**src/hw/rtl/gstd_pkg.sv**
```systemverilog
// Shared constants and widths of the gyro step and distance tracker.
package gstd_pkg;

    localparam int WINDOW_LEN_DEF = 6;

    localparam int RATE_W   = 16;
    localparam int MOTION_W = 19;
    localparam int STEP_W   = 20;
    localparam int INC_W    = 20;
    localparam int TOTAL_W  = 32;
    localparam int COUNT_W  = 16;
    localparam int CFG_W    = 20;
    localparam int CFG_IDX_W = 1;

    localparam logic [CFG_IDX_W-1:0] CFG_MOTION_THRESHOLD = 1'b0;
    localparam logic [CFG_IDX_W-1:0] CFG_STEP_THRESHOLD   = 1'b1;

    localparam logic [MOTION_W-1:0] MOTION_RESET = 19'd145;
    localparam logic [STEP_W-1:0]   STEP_RESET   = 20'd3851;

    localparam logic [INC_W-1:0]   INC_MAX   = '1;
    localparam logic [TOTAL_W-1:0] TOTAL_MAX = '1;
    localparam logic [COUNT_W-1:0] COUNT_MAX = '1;

endpackage

```
**src/hw/rtl/gstd_if.sv**
```systemverilog
// Request channels of the gyro step and distance tracker: samples in, results out.
interface gstd_sample_if
    import gstd_pkg::*;
();
    logic                     valid;
    logic                     ready;
    logic signed [RATE_W-1:0] rate_x;
    logic signed [RATE_W-1:0] rate_y;
    logic signed [RATE_W-1:0] rate_z;

    modport source (output valid, rate_x, rate_y, rate_z, input ready);
    modport sink   (input valid, rate_x, rate_y, rate_z, output ready);
endinterface

interface gstd_result_if
    import gstd_pkg::*;
();
    logic               valid;
    logic               ready;
    logic               is_moving;
    logic               step_taken;
    logic [INC_W-1:0]   distance_increment;
    logic [TOTAL_W-1:0] total_distance;
    logic [COUNT_W-1:0] step_count;

    modport source (output valid, is_moving, step_taken, distance_increment,
                    total_distance, step_count, input ready);
    modport sink   (input valid, is_moving, step_taken, distance_increment,
                    total_distance, step_count, output ready);
endinterface

```
**src/hw/rtl/gyro_step_distance_tracker.sv**
```systemverilog
// Gyro step and distance tracker: window sums, shared squarer and bit-serial root.
//
//   channel   dir   handshake       payload
//   sample    in    valid/ready     rate_x, rate_y, rate_z
//   result    out   valid/ready     is_moving, step_taken, distance_increment,
//                                   total_distance, step_count
//   config    in    cfg_we          cfg_index, cfg_data
//
// Idle mode: ST_CHECK, then ST_DONE loads the result. Moving mode: ST_CHECK, a three-axis
// squarer pass in ST_SQUARE, a one-bit-per-cycle square root in ST_ROOT (RW = root width,
// 21 at the default window) and ST_UPDATE, then ST_DONE loads the result.
// Sample ready is high only while the sequencer waits for a request.
// A result waits in the output register while the next sample is processed.
// Reset clears the windows, sums, reference, mode and totals and restores the thresholds.
module gyro_step_distance_tracker
    import gstd_pkg::*;
#(
    parameter int WINDOW_LEN = WINDOW_LEN_DEF
) (
    input  logic                 clk,
    input  logic                 rst_n,
    gstd_sample_if.sink          sample,
    gstd_result_if.source        result,
    input  logic                 cfg_we,
    input  logic [CFG_IDX_W-1:0] cfg_index,
    input  logic [CFG_W-1:0]     cfg_data
);

    localparam int SUM_W  = RATE_W + $clog2(WINDOW_LEN);
    localparam int DIFF_W = SUM_W + 1;
    localparam int MAG_W  = SUM_W + 1;
    localparam int SQ_W   = 2 * MAG_W;
    localparam int ACC_W  = SQ_W + 2;
    localparam int RW     = (ACC_W + 1) / 2;
    localparam int RAD_W  = 2 * RW;
    localparam int CNT_W  = $clog2(RW + 1);
    localparam int EXT_W  = TOTAL_W + 1;

    typedef enum logic [2:0] {
        ST_IDLE,
        ST_CHECK,
        ST_SQUARE,
        ST_ROOT,
        ST_UPDATE,
        ST_DONE
    } state_t;

    state_t state_reg;

    logic [MOTION_W-1:0] motion_thr_reg;
    logic [STEP_W-1:0]   step_thr_reg;

    logic signed [RATE_W-1:0] win_reg [3][WINDOW_LEN];
    logic signed [SUM_W-1:0]  sum_reg [3];
    logic signed [SUM_W-1:0]  ref_reg [3];
    logic                     moving_reg;
    logic [TOTAL_W-1:0]       total_reg;
    logic [COUNT_W-1:0]       count_reg;

    logic [2:0]         phase_reg;
    logic [MAG_W-1:0]   mag_reg;
    logic [SQ_W-1:0]    sq_reg;
    logic [ACC_W-1:0]   acc_reg;
    logic [RAD_W-1:0]   rad_reg;
    logic [RW:0]        rem_reg;
    logic [RW-1:0]      root_reg;
    logic [CNT_W-1:0]   iter_reg;
    logic               step_reg;
    logic [INC_W-1:0]   inc_reg;

    logic               out_valid_reg;
    logic               out_moving_reg;
    logic               out_step_reg;
    logic [INC_W-1:0]   out_inc_reg;
    logic [TOTAL_W-1:0] out_total_reg;
    logic [COUNT_W-1:0] out_count_reg;

    logic signed [RATE_W-1:0] new_rate [3];
    logic                     accept;
    logic                     any_motion;
    logic [1:0]               axis;
    logic signed [DIFF_W-1:0] diff;
    logic [MAG_W-1:0]         mag_next;
    logic [RW+2:0]            rem_shift;
    logic [RW+2:0]            trial;
    logic                     fits;
    logic [EXT_W-1:0]         total_sum;
    logic                     load_out;

    assign new_rate[0] = sample.rate_x;
    assign new_rate[1] = sample.rate_y;
    assign new_rate[2] = sample.rate_z;

    assign sample.ready = (state_reg == ST_IDLE);
    assign accept       = sample.valid && sample.ready;
    assign load_out     = (state_reg == ST_DONE) && (!out_valid_reg || result.ready);

    always_comb
    begin
        any_motion = 1'b0;
        for (int k = 0; k < 3; k++)
        begin
            if (sum_reg[k] < 0)
            begin
                if ((-(SUM_W + 1)'(sum_reg[k])) >= (SUM_W + 1)'(motion_thr_reg))
                begin
                    any_motion = 1'b1;
                end
            end
            else if ((SUM_W + 1)'(sum_reg[k]) >= (SUM_W + 1)'(motion_thr_reg))
            begin
                any_motion = 1'b1;
            end
        end
    end

    assign axis     = phase_reg[1:0];
    assign diff     = DIFF_W'(sum_reg[axis]) - DIFF_W'(ref_reg[axis]);
    assign mag_next = diff[DIFF_W-1] ? MAG_W'(-diff) : MAG_W'(diff);

    assign rem_shift = {rem_reg, rad_reg[RAD_W-1 -: 2]};
    assign trial     = {1'b0, root_reg, 2'b01};
    assign fits      = (rem_shift >= trial);

    assign total_sum = {1'b0, total_reg} + EXT_W'(root_reg);

    always_ff @(posedge clk or negedge rst_n)
    begin
        if (!rst_n)
        begin
            state_reg      <= ST_IDLE;
            motion_thr_reg <= MOTION_RESET;
            step_thr_reg   <= STEP_RESET;
            for (int k = 0; k < 3; k++)
            begin
                sum_reg[k] <= '0;
                ref_reg[k] <= '0;
                for (int i = 0; i < WINDOW_LEN; i++)
                begin
                    win_reg[k][i] <= '0;
                end
            end
            moving_reg     <= 1'b0;
            total_reg      <= '0;
            count_reg      <= '0;
            phase_reg      <= '0;
            iter_reg       <= '0;
            out_valid_reg  <= 1'b0;
        end
        else
        begin
            if (cfg_we)
            begin
                unique case (cfg_index)
                    CFG_MOTION_THRESHOLD: motion_thr_reg <= cfg_data[MOTION_W-1:0];
                    CFG_STEP_THRESHOLD:   step_thr_reg   <= cfg_data[STEP_W-1:0];
                    default: ;
                endcase
            end

            if (load_out)
            begin
                out_valid_reg <= 1'b1;
            end
            else if (out_valid_reg && result.ready)
            begin
                out_valid_reg <= 1'b0;
            end

            unique case (state_reg)
                ST_IDLE:
                begin
                    if (accept)
                    begin
                        for (int k = 0; k < 3; k++)
                        begin
                            sum_reg[k] <= sum_reg[k] + SUM_W'(new_rate[k])
                                          - SUM_W'(win_reg[k][WINDOW_LEN-1]);
                            win_reg[k][0] <= new_rate[k];
                            for (int i = 1; i < WINDOW_LEN; i++)
                            begin
                                win_reg[k][i] <= win_reg[k][i-1];
                            end
                        end
                        state_reg <= ST_CHECK;
                    end
                end
                ST_CHECK:
                begin
                    step_reg  <= 1'b0;
                    inc_reg   <= '0;
                    phase_reg <= '0;
                    acc_reg   <= '0;
                    if (!moving_reg)
                    begin
                        moving_reg <= any_motion;
                        state_reg  <= ST_DONE;
                    end
                    else
                    begin
                        state_reg <= ST_SQUARE;
                    end
                end
                ST_SQUARE:
                begin
                    // Difference, square and accumulate run as a three-deep pipe.
                    if (phase_reg < 3'd3)
                    begin
                        mag_reg       <= mag_next;
                        ref_reg[axis] <= sum_reg[axis];
                    end
                    if (phase_reg >= 3'd1 && phase_reg <= 3'd3)
                    begin
                        sq_reg <= mag_reg * mag_reg;
                    end
                    if (phase_reg >= 3'd2)
                    begin
                        acc_reg <= acc_reg + ACC_W'(sq_reg);
                    end
                    if (phase_reg == 3'd4)
                    begin
                        rad_reg   <= RAD_W'(acc_reg + ACC_W'(sq_reg));
                        rem_reg   <= '0;
                        root_reg  <= '0;
                        iter_reg  <= '0;
                        state_reg <= ST_ROOT;
                    end
                    else
                    begin
                        phase_reg <= phase_reg + 3'd1;
                    end
                end
                ST_ROOT:
                begin
                    rad_reg <= {rad_reg[RAD_W-3:0], 2'b00};
                    if (fits)
                    begin
                        rem_reg  <= (RW + 1)'(rem_shift - trial);
                        root_reg <= {root_reg[RW-2:0], 1'b1};
                    end
                    else
                    begin
                        rem_reg  <= (RW + 1)'(rem_shift);
                        root_reg <= {root_reg[RW-2:0], 1'b0};
                    end
                    if (iter_reg == CNT_W'(RW - 1))
                    begin
                        state_reg <= ST_UPDATE;
                    end
                    else
                    begin
                        iter_reg <= iter_reg + 1'b1;
                    end
                end
                ST_UPDATE:
                begin
                    if (EXT_W'(root_reg) >= EXT_W'(step_thr_reg))
                    begin
                        step_reg <= 1'b1;
                        if (count_reg != COUNT_MAX)
                        begin
                            count_reg <= count_reg + 1'b1;
                        end
                    end
                    inc_reg    <= (EXT_W'(root_reg) > EXT_W'(INC_MAX)) ?
                                  INC_MAX : INC_W'(root_reg);
                    total_reg  <= total_sum[TOTAL_W] ? TOTAL_MAX : total_sum[TOTAL_W-1:0];
                    moving_reg <= 1'b0;
                    state_reg  <= ST_DONE;
                end
                ST_DONE:
                begin
                    if (load_out)
                    begin
                        out_moving_reg <= moving_reg;
                        out_step_reg   <= step_reg;
                        out_inc_reg    <= inc_reg;
                        out_total_reg  <= total_reg;
                        out_count_reg  <= count_reg;
                        state_reg      <= ST_IDLE;
                    end
                end
                default:
                begin
                    state_reg <= ST_IDLE;
                end
            endcase
        end
    end

    assign result.valid              = out_valid_reg;
    assign result.is_moving          = out_moving_reg;
    assign result.step_taken         = out_step_reg;
    assign result.distance_increment = out_inc_reg;
    assign result.total_distance     = out_total_reg;
    assign result.step_count         = out_count_reg;

endmodule

```
**src/flat_wrapper.sv**
```systemverilog
// flat-port wrapper written by rule: the top's interface ports become plain ports
module gyro_step_distance_tracker_flat import gstd_pkg::*;
#(
    parameter int WINDOW_LEN = WINDOW_LEN_DEF
)
  (clk, rst_n, cfg_we, cfg_index, cfg_data, sample_valid, sample_rate_x, sample_rate_y, sample_rate_z, sample_ready, result_valid, result_is_moving, result_step_taken, result_distance_increment, result_total_distance, result_step_count, result_ready);
  gstd_sample_if sample_i ();
  gstd_result_if result_i ();
  input  logic clk;
  input  logic rst_n;
  input  logic cfg_we;
  input  logic [CFG_IDX_W-1:0] cfg_index;
  input  logic [CFG_W-1:0] cfg_data;
  input wire logic [$bits(sample_i.valid)-1:0] sample_valid;
  input wire logic [$bits(sample_i.rate_x)-1:0] sample_rate_x;
  input wire logic [$bits(sample_i.rate_y)-1:0] sample_rate_y;
  input wire logic [$bits(sample_i.rate_z)-1:0] sample_rate_z;
  output wire logic [$bits(sample_i.ready)-1:0] sample_ready;
  output wire logic [$bits(result_i.valid)-1:0] result_valid;
  output wire logic [$bits(result_i.is_moving)-1:0] result_is_moving;
  output wire logic [$bits(result_i.step_taken)-1:0] result_step_taken;
  output wire logic [$bits(result_i.distance_increment)-1:0] result_distance_increment;
  output wire logic [$bits(result_i.total_distance)-1:0] result_total_distance;
  output wire logic [$bits(result_i.step_count)-1:0] result_step_count;
  input wire logic [$bits(result_i.ready)-1:0] result_ready;
  assign sample_i.valid = sample_valid;
  assign sample_i.rate_x = sample_rate_x;
  assign sample_i.rate_y = sample_rate_y;
  assign sample_i.rate_z = sample_rate_z;
  assign sample_ready = sample_i.ready;
  assign result_valid = result_i.valid;
  assign result_is_moving = result_i.is_moving;
  assign result_step_taken = result_i.step_taken;
  assign result_distance_increment = result_i.distance_increment;
  assign result_total_distance = result_i.total_distance;
  assign result_step_count = result_i.step_count;
  assign result_i.ready = result_ready;
  gyro_step_distance_tracker #(.WINDOW_LEN(WINDOW_LEN)) u_core (.clk(clk), .rst_n(rst_n), .sample(sample_i), .result(result_i), .cfg_we(cfg_we), .cfg_index(cfg_index), .cfg_data(cfg_data));
endmodule
```
**config.mk**
```make
export PLATFORM = sky130hd
export DESIGN_NAME = gyro_step_distance_tracker_flat
export DESIGN_NICKNAME = d
export VERILOG_FILES = /design/src/hw/rtl/gstd_pkg.sv /design/src/hw/rtl/gstd_if.sv /design/src/hw/rtl/gyro_step_distance_tracker.sv /design/src/flat_wrapper.sv
export SDC_FILE = /design/constraint.sdc
export NUM_CORES = 2
export LEC_CHECK = 0
export BUFFER_PORTS_ARGS = -buffer_cell sky130_fd_sc_hd__buf_4
export CAP_MARGIN = 10
export CELL_PAD_IN_SITES_DETAIL_PLACEMENT = 1
export CELL_PAD_IN_SITES_GLOBAL_PLACEMENT = 2
export CORE_MARGIN = 2
export CORE_UTILIZATION = 40
export CTS_CLUSTER_SIZE = 10
export DETAILED_ROUTE_END_ITERATION = 6
export PLACE_DENSITY = 0.75
export SYNTH_ARGS = -nofsm -noshare
export SYNTH_HDL_FRONTEND = slang
export SYNTH_SLANG_ARGS = --single-unit
export TNS_END_PERCENT = 1
```
**constraint.sdc**
```tcl
create_clock -name clk -period 9.35 [get_ports clk]
set_input_delay 0.935 -clock clk [delete_from_list [all_inputs] [get_ports clk]]
set_output_delay 0.935 -clock clk [all_outputs]
set_load 0.1 [all_outputs]
```
==> summary.md <==
| Metric | Value |
|---|---|
| Status | finished, final reports clean |
| Vias post-DR | 39.63k |
| DP HPWL | 108.3 mm |
| Die Footprint | 138800 µm² |
| Overflow after GRT | 0 |
| CTS sink count | 779 |
| Post-layout util | 0.4460 |
| Filler cells | 15.44k |
| HP Class | in2async |
| PortBufs | 145 |
| Core Rows | 135 |
| Min cycle time layout | 7.855 ns |
| DR WL/cell | 18.76 µm |
| Clk pin slew, worst setup/hold paths | 0.06 ns |
| Yosys warns | 0 |
| First-pass GRT wire length | 233.4 mm |
| Iteration-0 DRC Markers | 1873 |
| Worst-skew pair later-pin latency | 0.70 ns |
| Synthesized net count | 6590 |
| Worst Tran Pin Value | 1.111 ns |
| Async SR Flop Fraction | 0.6444 |
| Post-synth cell types | 90 |
| Worst slew margin | 0.2590 |
| CP Launch Point | u_core.mag_reg[7] |
| Fin. max-slew vios | 0 |
| CTS tree | done |
| Vias in the first global route | 42.42k |
| TNS Setup | 0 ns |
| Setup crit end kind | flop |
| Ranking of synthesized cells by area | dfrtp_1 23%, edfxtp_1 15%, fa_1 12%, ha_1 11%, nand2_1 8.1% |
| GPL Wtd Cong | 0.8340 |
| Final hold violation count | 0 |
| Clock Skew | 0.04316 ns |
| Worst Setup Start Kind | flop |
| Maximum Capacitance Violations | 0 |
| Post-CTS sizing | 0 |
| Final setup viols | 0 |
| Hold_ws | 0.1840 ns |
| Reg-to-reg endpoint | u_core.sq_reg[39] |
| Overall Global Routing Usage | 0.2116 |
| Number of setup buffers added after CTS | 0 |
| Post-synthesis sequential area ratio | 0.3845 |
| Cell area after synthesis | 54330 µm² |
| Detail Route Antenna Nets | 0 |
| Layout Cells excl Fill | 7661 |
| Most instantiated cells after synthesis | 1172 x nand2_1, 713 x inv_1, 492 x dfrtp_1 |
| Starting Density | 0.4021 |
| RSZ-0062 raised after global routing | no |
| EDFF count, synth | 277 |
| Yosys top cell area share | 0.2266 |
| R2R cell count | 24 |
| Hold Buf Count CTS | 0 |
| R2r startpoint | u_core.mag_reg[7] |
| Syn avg cell area | 9.489 µm² |
| Critical path class | reg2reg |
| Worst Path Arrival | 8.29 ns |
| Area growth syn-to-layout | 10.92% |
| CP Data Required Time | 9.79 ns |
| Drt pass-1 iters | 5 |
| CTS Buf Count | 96 |
| Register bit count reported by yosys | 779 |
| Mapped Cells | 5726 |
| Die H | 372.6 µm |
| Fmax | 0.1273 GHz |
| Post-synth top flop | dfrtp_1 |
| CTS H-tree lvls | 3 |
| Longest Clk Path Bufs | 3 |
| DR vias/cell | 5.173 |
| Initial antenna violation count | 4 |
| Drt total wl | 143.7 mm |
| Largest net degree at the start of global routing | 173 |
| Crit-path max FO | 21 |
| CTS root buf | clkbuf_16 |
| Share of cells above drive strength 1 | 0.07025 |
| Count leader, synth | nand2_1 |
| Crit path to | u_core.sq_reg[39] |
| DIE WIDTH | 372.6 µm |
| Period utilisation layout | 0.8401 |
| IO Pins | 146 |
| Final #Nets | 6674 |
| Placed Instances | 7493 |
| Leading area contributor after synthesis | dfrtp_1 |
| DRC | 0 |
| R2r setup slk | 1.49 ns |
| Max reg flops | 288 |
| CORE AREA | 135100 µm² |
[layer usage]
metal | routed length [µm] | global-route usage | vias to the layer above
li1 | - | - | 19090
met1 | 65310 | 0.2779 | 20010
met2 | 71880 | 0.3720 | 350
met3 | 2921 | 0.02273 | 173
met4 | 3588 | 0.05267 | 0
met5 | 0 | 0 | -
[metrics by stage]
stage,setup WS [ns],instance area [µm²]
after floorplan,2.226,54330
after global placement,1.768,57320
after detailed placement,1.528,57320
after CTS,1.496,60260
after global routing,1.078,60270
final,1.495,60270
[layout make-up]
class                      instances  area, µm²  area share
tap                             1781       2228     0.03698
antenna                            1      2.502  0.00004152
clock buffer                     148       2729     0.04528
inverter                         713       2676     0.04441
sequential                       779      20890      0.3467
clock inverter                    19      211.5    0.003509
timing repair buffer             194       1501     0.02491
multi-input combinational       4026      30020      0.4982
[critical path: stages (launching register included)]
cell and delay, ns:
edfxtp_1 0.91, nand2_1 0.28, xor2_1 0.22, ha_1 0.19
a31o_2 0.24, fa_1 0.54, inv_1 0.05, fa_1 0.50
inv_1 0.05, fa_1 0.51, fa_1 0.44, fa_1 0.54
inv_1 0.05, fa_1 0.53, inv_1 0.04, ha_1 0.36
a2111oi_0 0.39, o21ai_0 0.14, o21ai_0 0.18, o21ai_0 0.16
a31o_2 0.27, a2111oi_2 0.44, o21ai_1 0.22, nor4_1 0.23
nor3_1 0.08
[layout by cell type (no fill, tap or decap), drive strengths merged, types with 26 or more instances in the layout]
cell / count
ha: 456
nor2b: 26
o21a: 30
a31oi: 35
and3: 35
fa: 334
a211oi: 34
nor3: 60
mux2i: 54
nand2: 1172
nand3: 63
dfrtp: 492
buf: 194
a21o: 142
mux2: 29
clkbuf: 148
nand2b: 31
nand4: 56
inv: 719
xnor2: 186
xor2: 80
o21ai: 335
nor2: 267
and2: 110
edfxtp: 277
o31ai: 26
a21oi: 246
[kinds of logic after synthesis]
logic type | Yosys count | synth area share
AO/OA/AOI/OAI | 1000 | 0.1150
AND/OR/NAND/NOR | 1887 | 0.1496
XOR/XNOR | 266 | 0.04288
buffers and inverters | 921 | 0.06390
multiplexers | 83 | 0.01596
flip-flops | 779 | 0.3845
adder cells (fa/ha/maj) | 790 | 0.2281
[worst min path at each step]
| stage | depth (start not counted) | startpoint | slack, ns | to |
|---|---|---|---|---|
| finish | 1 | rst_n | 0.18 | u_core.win_reg[146] |
| global route | 1 | rst_n | 0.18 | u_core.win_reg[146] |
| CTS | 1 | rst_n | 0.17 | u_core.win_reg[146] |
| detailed placement | 0 | u_core.inc_reg[15] | 0.41 | u_core.result.distance_increment[15] |
| global placement | 0 | u_core.inc_reg[17] | 0.40 | u_core.result.distance_increment[17] |
| floorplan | 0 | u_core.inc_reg[0] | 0.40 | u_core.result.distance_increment[0] |
Power is left out: the tool's default activity adds up to more than one toggle a clock period on the data nets, which glitch-free logic cannot reach.
